`src/rtl/core/lcar_pkg.sv`:
```
`default_nettype none

package lcar_pkg;

	// field widths fixed by the pin-side protocol
	localparam int RAW_W  = 24;
	localparam int NET_W  = 25;
	localparam int CFG_W  = 24;
	localparam int IDX_W  = 3;
	localparam int GAIN_W = 2;
	localparam int PULSE_W = 2;

	typedef logic [IDX_W-1:0]   cfg_idx_t;
	typedef logic [GAIN_W-1:0]  gain_t;
	typedef logic [PULSE_W-1:0] pulse_cnt_t;

	// register map
	localparam cfg_idx_t REG_ENABLE     = 3'd0;
	localparam cfg_idx_t REG_PWR_DN     = 3'd1;
	localparam cfg_idx_t REG_GAIN       = 3'd2;
	localparam cfg_idx_t REG_TARE       = 3'd3;
	localparam cfg_idx_t REG_THRESHOLD  = 3'd4;

	// gain selection codes
	localparam gain_t GAIN_128 = 2'd0;
	localparam gain_t GAIN_64  = 2'd1;
	localparam gain_t GAIN_32  = 2'd2;

	localparam logic [CFG_W-1:0] THRESHOLD_RST = 24'd10;

	// extra clock pulses after the data bits, chosen by gain code
	function automatic pulse_cnt_t pulses_for_gain(input gain_t gain);
		pulse_cnt_t n;
		case (gain)
			GAIN_64: n = 2'd3;
			GAIN_32: n = 2'd2;
			default: n = 2'd1;
		endcase
		return n;
	endfunction

endpackage

`default_nettype wire

```
`src/rtl/core/load_cell_adc_reader_unit.sv`:
```
// A result appears on the output register in the cycle after its tick request is taken.
// Throughput: one tick request per clock while out_ready is high; the single result register
//   accepts a new request in the same cycle the waiting result is taken, so there is no bubble.
// Reset (arst_n low, asynchronous): idle, no result pending, enable 0, power-down off,
//   gain 0, tare 0, threshold 10, raw/net counts 0, no sample seen.
`default_nettype none

module load_cell_adc_reader_unit #(
	parameter int DATA_BITS = 24
) (
	input  wire logic                            clk,
	input  wire logic                            arst_n,
	// configuration write port
	input  wire logic                            cfg_wr_en,
	input  wire lcar_pkg::cfg_idx_t              cfg_index,
	input  wire logic [lcar_pkg::CFG_W-1:0]      cfg_data,
	// tick requests
	input  wire logic                            in_valid,
	output logic                                 in_ready,
	input  wire logic                            dout_level,
	// tick results
	output logic                                 out_valid,
	input  wire logic                            out_ready,
	output logic                                 sck_level,
	output logic                                 sample_valid,
	output logic signed [lcar_pkg::RAW_W-1:0]    raw_count,
	output logic signed [lcar_pkg::NET_W-1:0]    net_count,
	output logic                                 steady,
	output logic                                 has_data
);

	// bit counter must hold DATA_BITS itself
	localparam int CNT_W = $clog2(DATA_BITS + 1);
	// working width for sign-extended raw, tare and differences
	localparam int EXT_W = ((DATA_BITS > lcar_pkg::RAW_W) ? DATA_BITS : lcar_pkg::RAW_W) + 1;

	// Read sequencer. A read starts from IDLE straight into the first bit's
	// clock-high tick, so BIT_HIGH only covers bits two onwards.
	typedef enum logic [2:0] {
		PH_IDLE,
		PH_BIT_HIGH,
		PH_BIT_SAMPLE,
		PH_PULSE_HIGH,
		PH_PULSE_LOW,
		PH_SLEEP
	} phase_t;

	// configuration registers
	logic                            enable_q;
	logic                            pwr_dn_q;
	lcar_pkg::gain_t                 gain_q;
	logic [lcar_pkg::CFG_W-1:0]      tare_q;
	logic [lcar_pkg::CFG_W-1:0]      threshold_q;

	// sequencer state
	phase_t                          phase_q, phase_d;
	logic [CNT_W-1:0]                bit_count_q, bit_count_d, bit_inc;
	lcar_pkg::pulse_cnt_t            pulse_count_q, pulse_count_d, pulse_inc;
	logic [DATA_BITS-1:0]            shift_q, shift_d;

	// sample state; these also form the result register
	logic [DATA_BITS-1:0]            prev_raw_q;
	logic [lcar_pkg::NET_W-1:0]      net_hold_q;
	logic                            stable_q;
	logic                            data_seen_q;
	logic                            sck_q;
	logic                            sample_valid_q;
	logic                            out_valid_q;

	logic                            sck_d;
	logic                            finish;
	logic                            in_acc;

	// sample arithmetic
	logic signed [EXT_W-1:0]         raw_ext, prev_ext, tare_ext, delta, net_full;
	logic [EXT_W-1:0]                mag, thr_ext;
	logic                            stable_d;

	// A new request is taken whenever the result slot is empty or being emptied.
	assign in_ready = !out_valid_q || out_ready;
	assign in_acc   = in_valid && in_ready;

	assign bit_inc   = bit_count_q + 1'b1;
	assign pulse_inc = pulse_count_q + 1'b1;

	always_comb begin
		phase_d       = phase_q;
		bit_count_d   = bit_count_q;
		pulse_count_d = pulse_count_q;
		shift_d       = shift_q;
		sck_d         = 1'b0;
		finish        = 1'b0;
		if (!enable_q) begin
			// disabled: drop any read, clock low
			phase_d       = PH_IDLE;
			bit_count_d   = '0;
			pulse_count_d = '0;
		end else if (pwr_dn_q) begin
			// clock held high puts the converter to sleep
			phase_d       = PH_SLEEP;
			bit_count_d   = '0;
			pulse_count_d = '0;
			sck_d         = 1'b1;
		end else begin
			case (phase_q)
				PH_IDLE: begin
					// data-out low means a conversion is ready
					if (!dout_level) begin
						bit_count_d   = '0;
						pulse_count_d = '0;
						sck_d         = 1'b1;
						phase_d       = PH_BIT_SAMPLE;
					end
				end
				PH_BIT_HIGH: begin
					sck_d   = 1'b1;
					phase_d = PH_BIT_SAMPLE;
				end
				PH_BIT_SAMPLE: begin
					// MSB first
					shift_d     = {shift_q[DATA_BITS-2:0], dout_level};
					bit_count_d = bit_inc;
					phase_d     = (bit_inc >= CNT_W'(DATA_BITS)) ? PH_PULSE_HIGH : PH_BIT_HIGH;
				end
				PH_PULSE_HIGH: begin
					sck_d   = 1'b1;
					phase_d = PH_PULSE_LOW;
				end
				PH_PULSE_LOW: begin
					// gain read on every pulse, so a change mid-read takes effect at once
					if (pulse_inc >= lcar_pkg::pulses_for_gain(gain_q)) begin
						finish        = 1'b1;
						phase_d       = PH_IDLE;
						bit_count_d   = '0;
						pulse_count_d = '0;
					end else begin
						pulse_count_d = pulse_inc;
						phase_d       = PH_PULSE_HIGH;
					end
				end
				PH_SLEEP: begin
					// wake-up tick: clock low, back to idle
					phase_d       = PH_IDLE;
					bit_count_d   = '0;
					pulse_count_d = '0;
				end
				default: begin
					phase_d       = PH_IDLE;
					bit_count_d   = '0;
					pulse_count_d = '0;
				end
			endcase
		end
	end

	// Completed sample: sign-extend, difference against the last sample,
	// absolute value, threshold compare; net formed in parallel.
	assign raw_ext  = {{(EXT_W-DATA_BITS){shift_q[DATA_BITS-1]}}, shift_q};
	assign prev_ext = {{(EXT_W-DATA_BITS){prev_raw_q[DATA_BITS-1]}}, prev_raw_q};
	assign tare_ext = {{(EXT_W-lcar_pkg::CFG_W){tare_q[lcar_pkg::CFG_W-1]}}, tare_q};
	assign thr_ext  = {{(EXT_W-lcar_pkg::CFG_W){1'b0}}, threshold_q};
	assign delta    = raw_ext - prev_ext;
	assign mag      = delta[EXT_W-1] ? EXT_W'(-delta) : EXT_W'(delta);
	assign stable_d = data_seen_q && (mag <= thr_ext);
	assign net_full = raw_ext - tare_ext;

	// configuration writes
	always_ff @(posedge clk or negedge arst_n) begin
		if (!arst_n) begin
			enable_q     <= 1'b0;
			pwr_dn_q     <= 1'b0;
			gain_q       <= lcar_pkg::GAIN_128;
			tare_q       <= '0;
			threshold_q  <= lcar_pkg::THRESHOLD_RST;
		end else if (cfg_wr_en) begin
			case (cfg_index)
				lcar_pkg::REG_ENABLE:     enable_q     <= cfg_data[0];
				lcar_pkg::REG_PWR_DN:     pwr_dn_q     <= cfg_data[0];
				lcar_pkg::REG_GAIN:       gain_q       <= cfg_data[lcar_pkg::GAIN_W-1:0];
				lcar_pkg::REG_TARE:       tare_q       <= cfg_data;
				lcar_pkg::REG_THRESHOLD:  threshold_q  <= cfg_data;
				default: ;
			endcase
		end
	end

	// Sequencer and result register. State moves only on an accepted request,
	// which only happens when the previous result has gone, so the held
	// sample registers double as the output payload.
	always_ff @(posedge clk or negedge arst_n) begin
		if (!arst_n) begin
			phase_q        <= PH_IDLE;
			bit_count_q    <= '0;
			pulse_count_q  <= '0;
			prev_raw_q     <= '0;
			net_hold_q     <= '0;
			stable_q       <= 1'b0;
			data_seen_q    <= 1'b0;
			sck_q          <= 1'b0;
			sample_valid_q <= 1'b0;
			out_valid_q    <= 1'b0;
		end else begin
			if (in_acc) begin
				phase_q        <= phase_d;
				bit_count_q    <= bit_count_d;
				pulse_count_q  <= pulse_count_d;
				sck_q          <= sck_d;
				sample_valid_q <= finish;
				out_valid_q    <= 1'b1;
				if (finish) begin
					prev_raw_q  <= shift_q;
					net_hold_q  <= net_full[lcar_pkg::NET_W-1:0];
					stable_q    <= stable_d;
					data_seen_q <= 1'b1;
				end
			end else if (out_ready) begin
				out_valid_q <= 1'b0;
			end
		end
	end

	// shift register needs no reset: every read refills all bits
	always_ff @(posedge clk) begin
		if (in_acc) begin
			shift_q <= shift_d;
		end
	end

	assign out_valid    = out_valid_q;
	assign sck_level    = sck_q;
	assign sample_valid = sample_valid_q;
	assign raw_count    = prev_ext[lcar_pkg::RAW_W-1:0];
	assign net_count    = net_hold_q;
	assign steady       = stable_q;
	assign has_data     = data_seen_q;

endmodule

`default_nettype wire

```
`config.mk`:
```
export PLATFORM = sky130hd
export DESIGN_NAME = load_cell_adc_reader_unit
export DESIGN_NICKNAME = d
export VERILOG_FILES = /design/src/rtl/core/lcar_pkg.sv /design/src/rtl/core/load_cell_adc_reader_unit.sv
export SDC_FILE = /design/constraint.sdc
export NUM_CORES = 1
export LEC_CHECK = 0
export ABC_CLOCK_PERIOD_IN_PS = 5540
export CAP_MARGIN = 15
export CORE_MARGIN = 4
export CORE_UTILIZATION = 30
export CTS_CLUSTER_DIAMETER = 60
export DETAILED_ROUTE_END_ITERATION = 8
export DONT_BUFFER_PORTS = 1
export MAX_ROUTING_LAYER = met4
export PLACE_DENSITY = 0.46
export SYNTH_ARGS = -nofsm -noshare
export SYNTH_HDL_FRONTEND = slang
export SYNTH_SLANG_ARGS = --single-unit
export TNS_END_PERCENT = 100
```
`constraint.sdc`:
```
create_clock -name clk -period 5.54 [get_ports clk]
set_input_delay 0.831 -clock clk [delete_from_list [all_inputs] [get_ports clk]]
set_output_delay 0.831 -clock clk [all_outputs]
set_load 0.03 [all_outputs]
```
## Yosys cells after proc, flatten, opt, wreduce, memory -nomap -nowiden

Index checks and enable logic that the tools add are counted.

- Shift-type cells: 0
- Reductions and logical operators: 19
- Mux-type cells: 31
- $lt $le $gt $ge: 3
- Equality and inequality tests: 14
- Add/subtract/negate cells: 5
- $mul: 0
- Bitwise logic cells: 1
- Divide/modulo/power cells: 0

Operators by type and width:

| kind | count |
|---|---|
| $sub A24 B24 Y25 | 2 |
| $le A25 B24 Y1 | 1 |
| $mux W25 | 1 |
| $neg A25 Y25 | 1 |
| $mux W5 | 4 |
| $pmux W5 S4 | 1 |
| $mux W2 | 9 |
| $pmux W3 S5 | 1 |
| $reduce_and A2 Y1 | 7 |
| $eq A3 B2 Y1 const B | 4 |
| $mux W1 | 9 |
| $mux W3 | 3 |
| $ne A4 B4 Y1 const B | 2 |
| $reduce_and A4 Y1 | 2 |
| $eq A3 B1 Y1 const B | 2 |
| $eq A3 B3 Y1 const B | 2 |
| $logic_not A3 Y1 | 2 |
| $ne A3 B2 Y1 const B | 2 |
| $pmux W2 S3 | 1 |
| $add A5 B1 Y5 const B | 1 |
| $ge A5 B5 Y1 const B | 1 |
| $pmux W2 S2 | 1 |
| $reduce_and A3 Y1 | 1 |
| $reduce_or A3 Y1 | 1 |
| 11 further kinds | 12 |

- RAM bits: 0
- Bits in latches: 0
- Output and inout bits: 55
- Memory bits (read-only): 0
- Logic and storage cells: 89
- Input bits: 33
- Memories kept: 0
- Flip-flop bits (word level): 140

## Depth between registers and ports, before layout

Gate-level depths: netlist of run 1.

- Depth in word-level cells: 11
- Mapped depth: 23
- Mapped depth without buffers: 21

## Worst setup path after synthesis of run 1

Ideal clock, no wire load.

- Kind: register to register
- From: register prev_raw_q[0] (netlist: raw_count[0])
- To: register stable_q (netlist: steady)
- Required time: 5.463 ns
- Stages on the path, launching flop included: 21
- Arrival: 4.468 ns
- Buffers on the path: 0
- Period minus slack after synthesis: 4.545 ns
- Library setup time: 0.077 ns
- Path slack: 0.995 ns
- Cells stage by stage: dfrtp_1 > ha_1 > fa_1 > nand2b_1 > a21oi_2 > o211ai_1 > o221ai_1 > o211ai_1 > nor4b_2 > and3_1 > a21oi_1 > xor2_1 > ha_1 > a21o_1 > a21o_1 > a21oi_1 > o211ai_1 > a2111oi_0 > o21a_1 > o211ai_1 > o21ai_1

- Cells in the longest elaborated chain, start to end: 5

RTL lines:

| item | RTL line | RTL |
|---|---|---|
| from (decl) | load_cell_adc_reader_unit.sv:62 | `logic [DATA_BITS-1:0] prev_raw_q;` |
| from (signal assigned) | load_cell_adc_reader_unit.sv:211 | `prev_raw_q <= shift_q;` |
| $sub A24 B24 Y25 (*) | load_cell_adc_reader_unit.sv:162 | `assign delta = raw_ext - prev_ext;` |
| $neg A25 Y25 | load_cell_adc_reader_unit.sv:163 | `assign mag = delta[EXT_W-1] ? EXT_W'(-delta) : EXT_W'(delta);` |
| $mux W25 (*) | load_cell_adc_reader_unit.sv:163 |  |
| $le A25 B24 Y1 (*) | load_cell_adc_reader_unit.sv:164 | `assign stable_d = data_seen_q && (mag <= thr_ext);` |
| $logic_and A1 B1 Y1 (*) | load_cell_adc_reader_unit.sv:164 |  |
| to (signal assigned) | load_cell_adc_reader_unit.sv:213 | `stable_q <= stable_d;` |
| to (decl) | load_cell_adc_reader_unit.sv:64 | `logic stable_q;` |

Every way passes the cells marked *; elsewhere a longest branch is shown, timed or not.
A chain may end at the register's enable or synchronous reset.

## Final worst setup path of run 1

Same ends and word-level chain as after synthesis.

==> summary.md, run 1 <==
| Metric | Value |
|---|---|
| Syn_nets | `1100` |
| Slew Limit Fails | `0` |
| RSZ-0062 raised after global routing | `no` |
| Clk slew on worst S/H paths | `about 60 ps` |
| H-Tree Depth | `4` |
| Initial DRT Pass Iterations | `5` |
| Starting Density | `a little under a third` |
| Clock share of power | `21.1%` |
| Synth Instances | `slightly below 1000` |
| Top FF cell, synth | `dfrtp_1` |
| Pwr/cell area | `approximately 520 nW/um^2` |
| ANT nets after route | `0` |
| Period Utilization, post-route | `~93%` |
| Port bufs | `0` |
| Met3 wire length | `~1500 um` |
| Ports | `slightly below 90` |
| Status | `finished, final reports clean` |
| Synth top area share | `roughly a third` |
| Skew final | `13.4 ps` |
| CTS tree | `done` |
| Sw frac | `about 43%` |
| Global-route wire length before repair | `37700 um` |
| RD Place Congestion | `0.804` |
| Layout cells sized above 1 | `10.2%` |
| Clock Tree Buf Depth | `2` |
| Mapped Avg Cell Area | `9.22 um^2` |
| Final min period | `~5100 ps` |
| Critical Path Start Type | `register` |
| Max layer used | `met4` |
| Total Die Area | `33200 um^2` |
| Clock Latency Late Sink | `between 400 and 500 ps` |
| Total GRT Usage | `between 10 and 15%` |
| Register bit count reported by yosys | `140` |
| Fmax | `0.194 GHz` |
| Synth area leaders | `dfrtp_1 31%, ha_1 11%, edfxtp_1 7.9%, o21ai_0 5.9%, nand2_1 4.6%` |
| Seq pwr share | `between 20% and 30%` |
| Clock root buffer | `clkbuf_16` |
| Final nets | `1106` |
| Worst-Margin Slew | `around 840 ps` |
| Met2 WL | `approximately 11000 um` |
| Setup WS post-layout | `approximately 400 ps` |
| Final hold slack | `93.8 ps` |
| Setup_tns | `0 ps` |
| Ant. Diodes | `0` |
| Routed vias | `slightly below 7000` |
| Setup violations, final | `0` |
| Final HPWL DP | `~18000 um` |
| Setup Fix Bufs, Post-CTS | `0` |
| Synthesis warning total | `0` |
| Placed inst area | `between 9000 and 10000 um^2` |
| P_leak | `roughly 4.5 nW` |
| CTS buffer count | `17` |
| Core area | `between 20000 and 30000 um^2` |
| Peak supply drop | `~0.23 mV` |
| Int Pwr | `about 0.003 W` |
| Synth top cells by count | `114 x dfrtp_1, 111 x nand2_1, 108 x o21ai_0` |
| WL final | `between 20000 and 25000 um` |
| # fillers | `around 3100` |
| Largest area contributor in the netlist | `dfrtp_1` |
| Die W | `between 150 and 200 um` |
| Die height | `182 um` |
| Worst slack, placed | `~310 ps` |
| Max cap viols | `0` |
| DRT iter0 DRCs | `~340` |
| Via density per instance | `around 5` |
| DRT met1 WL | `between 10000 and 15000 um` |
| GRT Residual Overflow | `0` |
| Final Instance Area | `a little over 10000 um^2` |
| Synth Cell Area | `about 9000 um^2` |
| Largest net degree at the start of global routing | `roughly 120` |
| Area delta synth->final | `12.0%` |
| Crit path capture type | `register` |
| Critical path peak fanout | `6` |
| Kind of critical path | `register to register` |
| DRC | `0` |
| Synth unique cells | `73` |
| Required time worst endpoint | `5890 ps` |
| Worst hold path class | `input port to async pin` |
| Initial antenna violation count | `0` |
| Vias in the first global route | `6663` |
| Worst slew margin | `about 44%` |
| Combinational share of power | `about half` |
| Post-synthesis sequential area ratio | `approximately two fifths` |
| Detailed-route wire length per cell | `17.1 um` |
| Hold_buf cts | `0` |
| Sw power | `0.00231 W` |
| Post-synth EDFFs | `24` |
| Post-CTS resize count | `0` |
| Asr flop ratio synth | `82.9%` |
| Clk sinks | `140` |
| Top-count cell post-synth | `dfrtp_1` |
| Worst EP arrival | `5500 ps` |
| Std-Cell Rows | `63` |
| Final hold violation count | `0` |
[per-stage QoR]
stage,total power (W),util [%],std cells
after global placement,0.00421,32.2,1364
after global routing,0.00581,34.2,1396
after CTS,0.00539,34.1,1396
after floorplan,0.00357,-,987
after detailed placement,0.00422,32.2,1364
final,0.00535,34.2,1396
[path summary, 6_finish.rpt]
kind,from,to,cells after the start,slack [ps]
max in group asynchronous,arst_n,threshold_q[3]$_DFFE_PN1P_,0,5190
worst min register to register,shift_q[0]$_DFFE_PP_,shift_q[1]$_DFFE_PP_,0,470
worst max-delay path,raw_count[0]$_DFFE_PN0P_,steady$_DFFE_PN0P_,20,400
worst max register to register,raw_count[0]$_DFFE_PN0P_,steady$_DFFE_PN0P_,20,400
worst min-delay path,arst_n,net_count[21]$_DFFE_PN0P_,0,90
min in group clk,shift_q[0]$_DFFE_PP_,shift_q[1]$_DFFE_PP_,0,470
[registers in the layout, indices dropped and copies added (netlist names), 2 cells and up]
register       cells
bit_count_q        5
pulse_count_q      2
threshold_q       24
phase_q            3
gain_q             2
shift_q           24
tare_q            24
net_count         25
raw_count         24
[layout make-up]
| cell class | count | area (um^2) | area share [%] |
|---|---|---|---|
| multi-input combinational | 726 | 5040 | 49.5 |
| sequential | 140 | 3630 | 35.6 |
| clock buffer | 24 | 493 | 4.84 |
| tap | 390 | 488 | 4.79 |
| inverter | 93 | 349 | 3.42 |
| timing repair buffer | 15 | 113 | 1.10 |
| clock inverter | 8 | 83.8 | 0.822 |
[power by group through the flow]
stage / registers, W / logic (W) / clock network, W
global route: 0.00155 / 0.00305 / 0.00121
detailed placement: 0.00154 / 0.00268 / 0
finish: 0.00152 / 0.00270 / 0.00113
CTS: 0.00152 / 0.00270 / 0.00117
floorplan: 0.00154 / 0.00202 / 0
global placement: 0.00154 / 0.00267 / 0
[worst max-delay path, stage by stage (launching register included)]
cell and delay [ps]:
dfrtp_1 510, ha_1 290, fa_1 410, nand2b_1 220
a21oi_4 230, o211ai_1 110, o221ai_1 190, o211ai_1 250
nor4b_4 410, and3_1 320, a21oi_1 110, xor2_1 160
ha_1 300, a21o_1 160, a21o_1 170, a21oi_1 210
o211ai_1 150, a2111oi_1 440, o21a_1 190, o211ai_1 90
o21ai_1 160
[cells in the final DEF (no fill, tap or decap), types with 18 or more instances in the layout]
| master | netlist | final |
|---|---|---|
| dfrtp_1 | 114 | 114 |
| clkbuf_16 | 0 | 18 |
| nand2b_1 | 20 | 20 |
| o21ai_0 | 108 | 108 |
| edfxtp_1 | 24 | 24 |
| a21o_1 | 23 | 23 |
| nand2_1 | 111 | 111 |
| mux2_2 | 29 | 29 |
| nor2_1 | 56 | 55 |
| a21oi_1 | 51 | 51 |
| ha_1 | 78 | 78 |
| xor2_1 | 22 | 22 |
| inv_1 | 93 | 93 |
| xnor2_1 | 27 | 27 |
[cell families (layout without fill, tap and decap cells)]
logic type,after synthesis,in the layout,synth area share [%]
AOI/OAI and AO/OA,282,282,20.0
muxes,34,34,4.14
adders and majority gates,80,80,11.2
xor gates and xnor gates,49,49,4.72
and+or+nand+nor,281,281,15.0
DFF,140,140,39.8
buffers and inverters,121,140,5.16
[per-layer routing]
layer / track usage, % / up-vias
li1: - / 3496
met1: 18.8 / 3250
met2: 23.3 / 131
met3: 4.60 / 15
met4: 3.24 / 0
met5: - / -
No activity file was read; power rests on OpenSTA's default activity.
==> run 2: changes to the inputs <==
CORE_UTILIZATION = 25   (was 30)
PLACE_DENSITY = 0.4   (was 0.46)
==> summary.md, run 2 (synthesis results as in run 1) <==
| Metric | Value |
|---|---|
| Fmax | `0.195 GHz (+0.58%)` |
| Final min period | `5120 ps (-29.8 ps)` |
| Die W | `199 um (+9.1%)` |
| Layout cells sized above 1 | `10.6% (+0.36 points)` |
| Critical Path Start Type | `register` |
| CP most frequent cell | `o211ai_1` |
| Initial DRT Pass Iterations | `4 (-1)` |
| H-Tree Depth | `4 (unchanged)` |
| Register-to-register setup slack | `420 ps (+30 ps)` |
| Std-Cell Rows | `69 (+9.5%)` |
| Largest net degree at the start of global routing | `117 (unchanged)` |
| Worst slack, placed | `182 ps (-130 ps)` |
| Commonest non-fill, non-tap cell in the layout | `dfrtp_1` |
| Worst hold path class | `input port to async pin` |
| Vias in the first global route | `6964 (+4.5%)` |
| Area delta synth->final | `13.5%` |
| Total GRT Usage | `13.5% (-1.2 points)` |
| DRT iter0 DRCs | `326 (-4.4%)` |
| Required time worst endpoint | `5900 ps (about the same)` |
| GRT Residual Overflow | `0 (unchanged)` |
| Max cap viols | `0 (unchanged)` |
| Reg2Reg Launch Point | `raw_count[0]$_DFFE_PN0P_` |
| Hold_buf cts | `0 (unchanged)` |
| Ports | `88 (unchanged)` |
| CTS tree | `done` |
| Core area | `35700 um^2 (+20%)` |
| WL final | `25300 um (+6.1%)` |
| Clk sinks | `140 (unchanged)` |
| Slowest-stage cell, CP | `dfrtp_1` |
| Setup violations, final | `0 (unchanged)` |
| CP max stage delay | `510 ps (about the same)` |
| Most frequent cells in the layout | `114 x dfrtp_1, 111 x nand2_1, 108 x o21ai_0` |
| Crit path capture type | `register` |
| Worst-Margin Slew | `626 ps (-212 ps)` |
| Die height | `199 um (+9.1%)` |
| Status | `finished, final reports clean` |
| Routed vias | `6799 (-1.3%)` |
| Peak supply drop | `0.226 mV (-2.6%)` |
| Via density per instance | `4.62 (-6.4%)` |
| Total Die Area | `39500 um^2 (+19%)` |
| R2r endpoint | `steady$_DFFE_PN0P_` |
| Slew Limit Fails | `0 (unchanged)` |
| Largest register FFs | `25 (unchanged)` |
| Worst slew margin | `57.7% (+14 points)` |
| Initial antenna violation count | `0 (unchanged)` |
| Total power | `0.00543 W (+1.6%)` |
| DRC | `0 (unchanged)` |
| CTS buffer count | `17 (unchanged)` |
| RD Place Congestion | `0.796 (-0.92%)` |
| Skew final | `15.5 ps (+2.08 ps)` |
| Period Utilization, post-route | `92.3% (-0.54 points)` |
| Clock Latency Late Sink | `430 ps (about the same)` |
| Kind of critical path | `register to register` |
| Worst EP arrival | `5470 ps (-30 ps)` |
| Reg2reg path depth | `20 (unchanged)` |
| Clk slew on worst S/H paths | `70 ps (about the same)` |
| ANT nets after route | `0 (unchanged)` |
| Setup WS post-layout | `425 ps (+29.8 ps)` |
| Ant. Diodes | `0 (unchanged)` |
| Final HPWL DP | `19300 um (+5.1%)` |
| Detailed-route wire length per cell | `17.2 um (+0.67%)` |
| Clock root buffer | `clkbuf_16` |
| Global-route wire length before repair | `40300 um (+6.7%)` |
| P_leak | `4.52 nW (+0.69%)` |
| Setup_tns | `0 ps (unchanged)` |
| Critical path peak fanout | `6 (unchanged)` |
| Final nets | `1110 (+0.36%)` |
| Final hold violation count | `0 (unchanged)` |
| Port bufs | `0 (unchanged)` |
| Pwr/cell area | `526 nW/um^2 (+0.26%)` |
| Critical Path, Cell by Cell | `ha_1 > fa_1 > nand2b_1 > a21oi_4 > o211ai_1 > o221ai_1 > o211ai_1 > nor4b_4 > and3_1 > a21oi_1 > xor2_1 > ha_1 > a21o_1 > a21o_1 > a21oi_1 > o211ai_1 > a2111oi_2 > o21a_1 > o211ai_1 > o21ai_1` |
| Clock Tree Buf Depth | `2 (unchanged)` |
| Starting Density | `25.5% (-5.1 points)` |
| RSZ-0062 raised after global routing | `no` |
## run 2: worst max path at each step
stage / start / to / slack [ps] / depth (start not counted)
floorplan: raw_count[0]$_DFFE_PN0P_ / steady$_DFFE_PN0P_ / 990 / 20
global placement: raw_count[0]$_DFFE_PN0P_ / steady$_DFFE_PN0P_ / 460 / 20
detailed placement: raw_count[0]$_DFFE_PN0P_ / steady$_DFFE_PN0P_ / 180 / 20
CTS: raw_count[0]$_DFFE_PN0P_ / steady$_DFFE_PN0P_ / 150 / 20
global route: raw_count[0]$_DFFE_PN0P_ / steady$_DFFE_PN0P_ / 0.1 / 20
finish: raw_count[0]$_DFFE_PN0P_ / steady$_DFFE_PN0P_ / 420 / 20
## run 2: area by class of cell
class	instances	area [um^2]
Clock inverter	12	144
Inverter	93	349
Clock buffer	20	447
Tap cell	461	577
Multi-Input combinational cell	726	5050
Fill cell	3869	25400
Timing Repair Buffer	19	143
Sequential cell	140	3630
## run 2: layer usage
metal  share of wire, %  GRT usage (%)
met2                 44           20.4
met4                1.1           2.61
met3                6.1           4.17
met5                  0              -
met1                 49           18.2
## run 2: what timing repair did
| item | CTS | global route |
|---|---|---|
| setup buffers | 0 | 1 |
| endpoints found under the setup margin | 0 | 1 |
| resized for setup | 0 | 5 |
## run 2: where the power goes
part,switching (W),internal (W),leakage (nW)
Combinational,0.00159,0.00115,2.62
Sequential,0.000273,0.00124,1.62
Clock,0.000469,0.000717,0.283
Total,0.00233,0.00310,4.52
## run 2: critical path, delay by kind of cell, from the launching register on
family	cells	cell delay (ps)
flops	1	510
fa+ha+maj	3	980
simple gates	3	890
xor+xnor	1	150
compound gates	13	2520
## run 2: per-stage QoR
stage          cells  hold slack (ps)  area [um^2]  util (%)
5_1_grt         1471             62.8        10300      28.9
3_3_place_gp    1438              430         9710      27.2
4_1_cts         1470             72.1        10300      28.8
3_5_place_dp    1438              435         9710      27.2
2_1_floorplan    987              426         9100         -
6_report        1471             97.6        10300      28.9
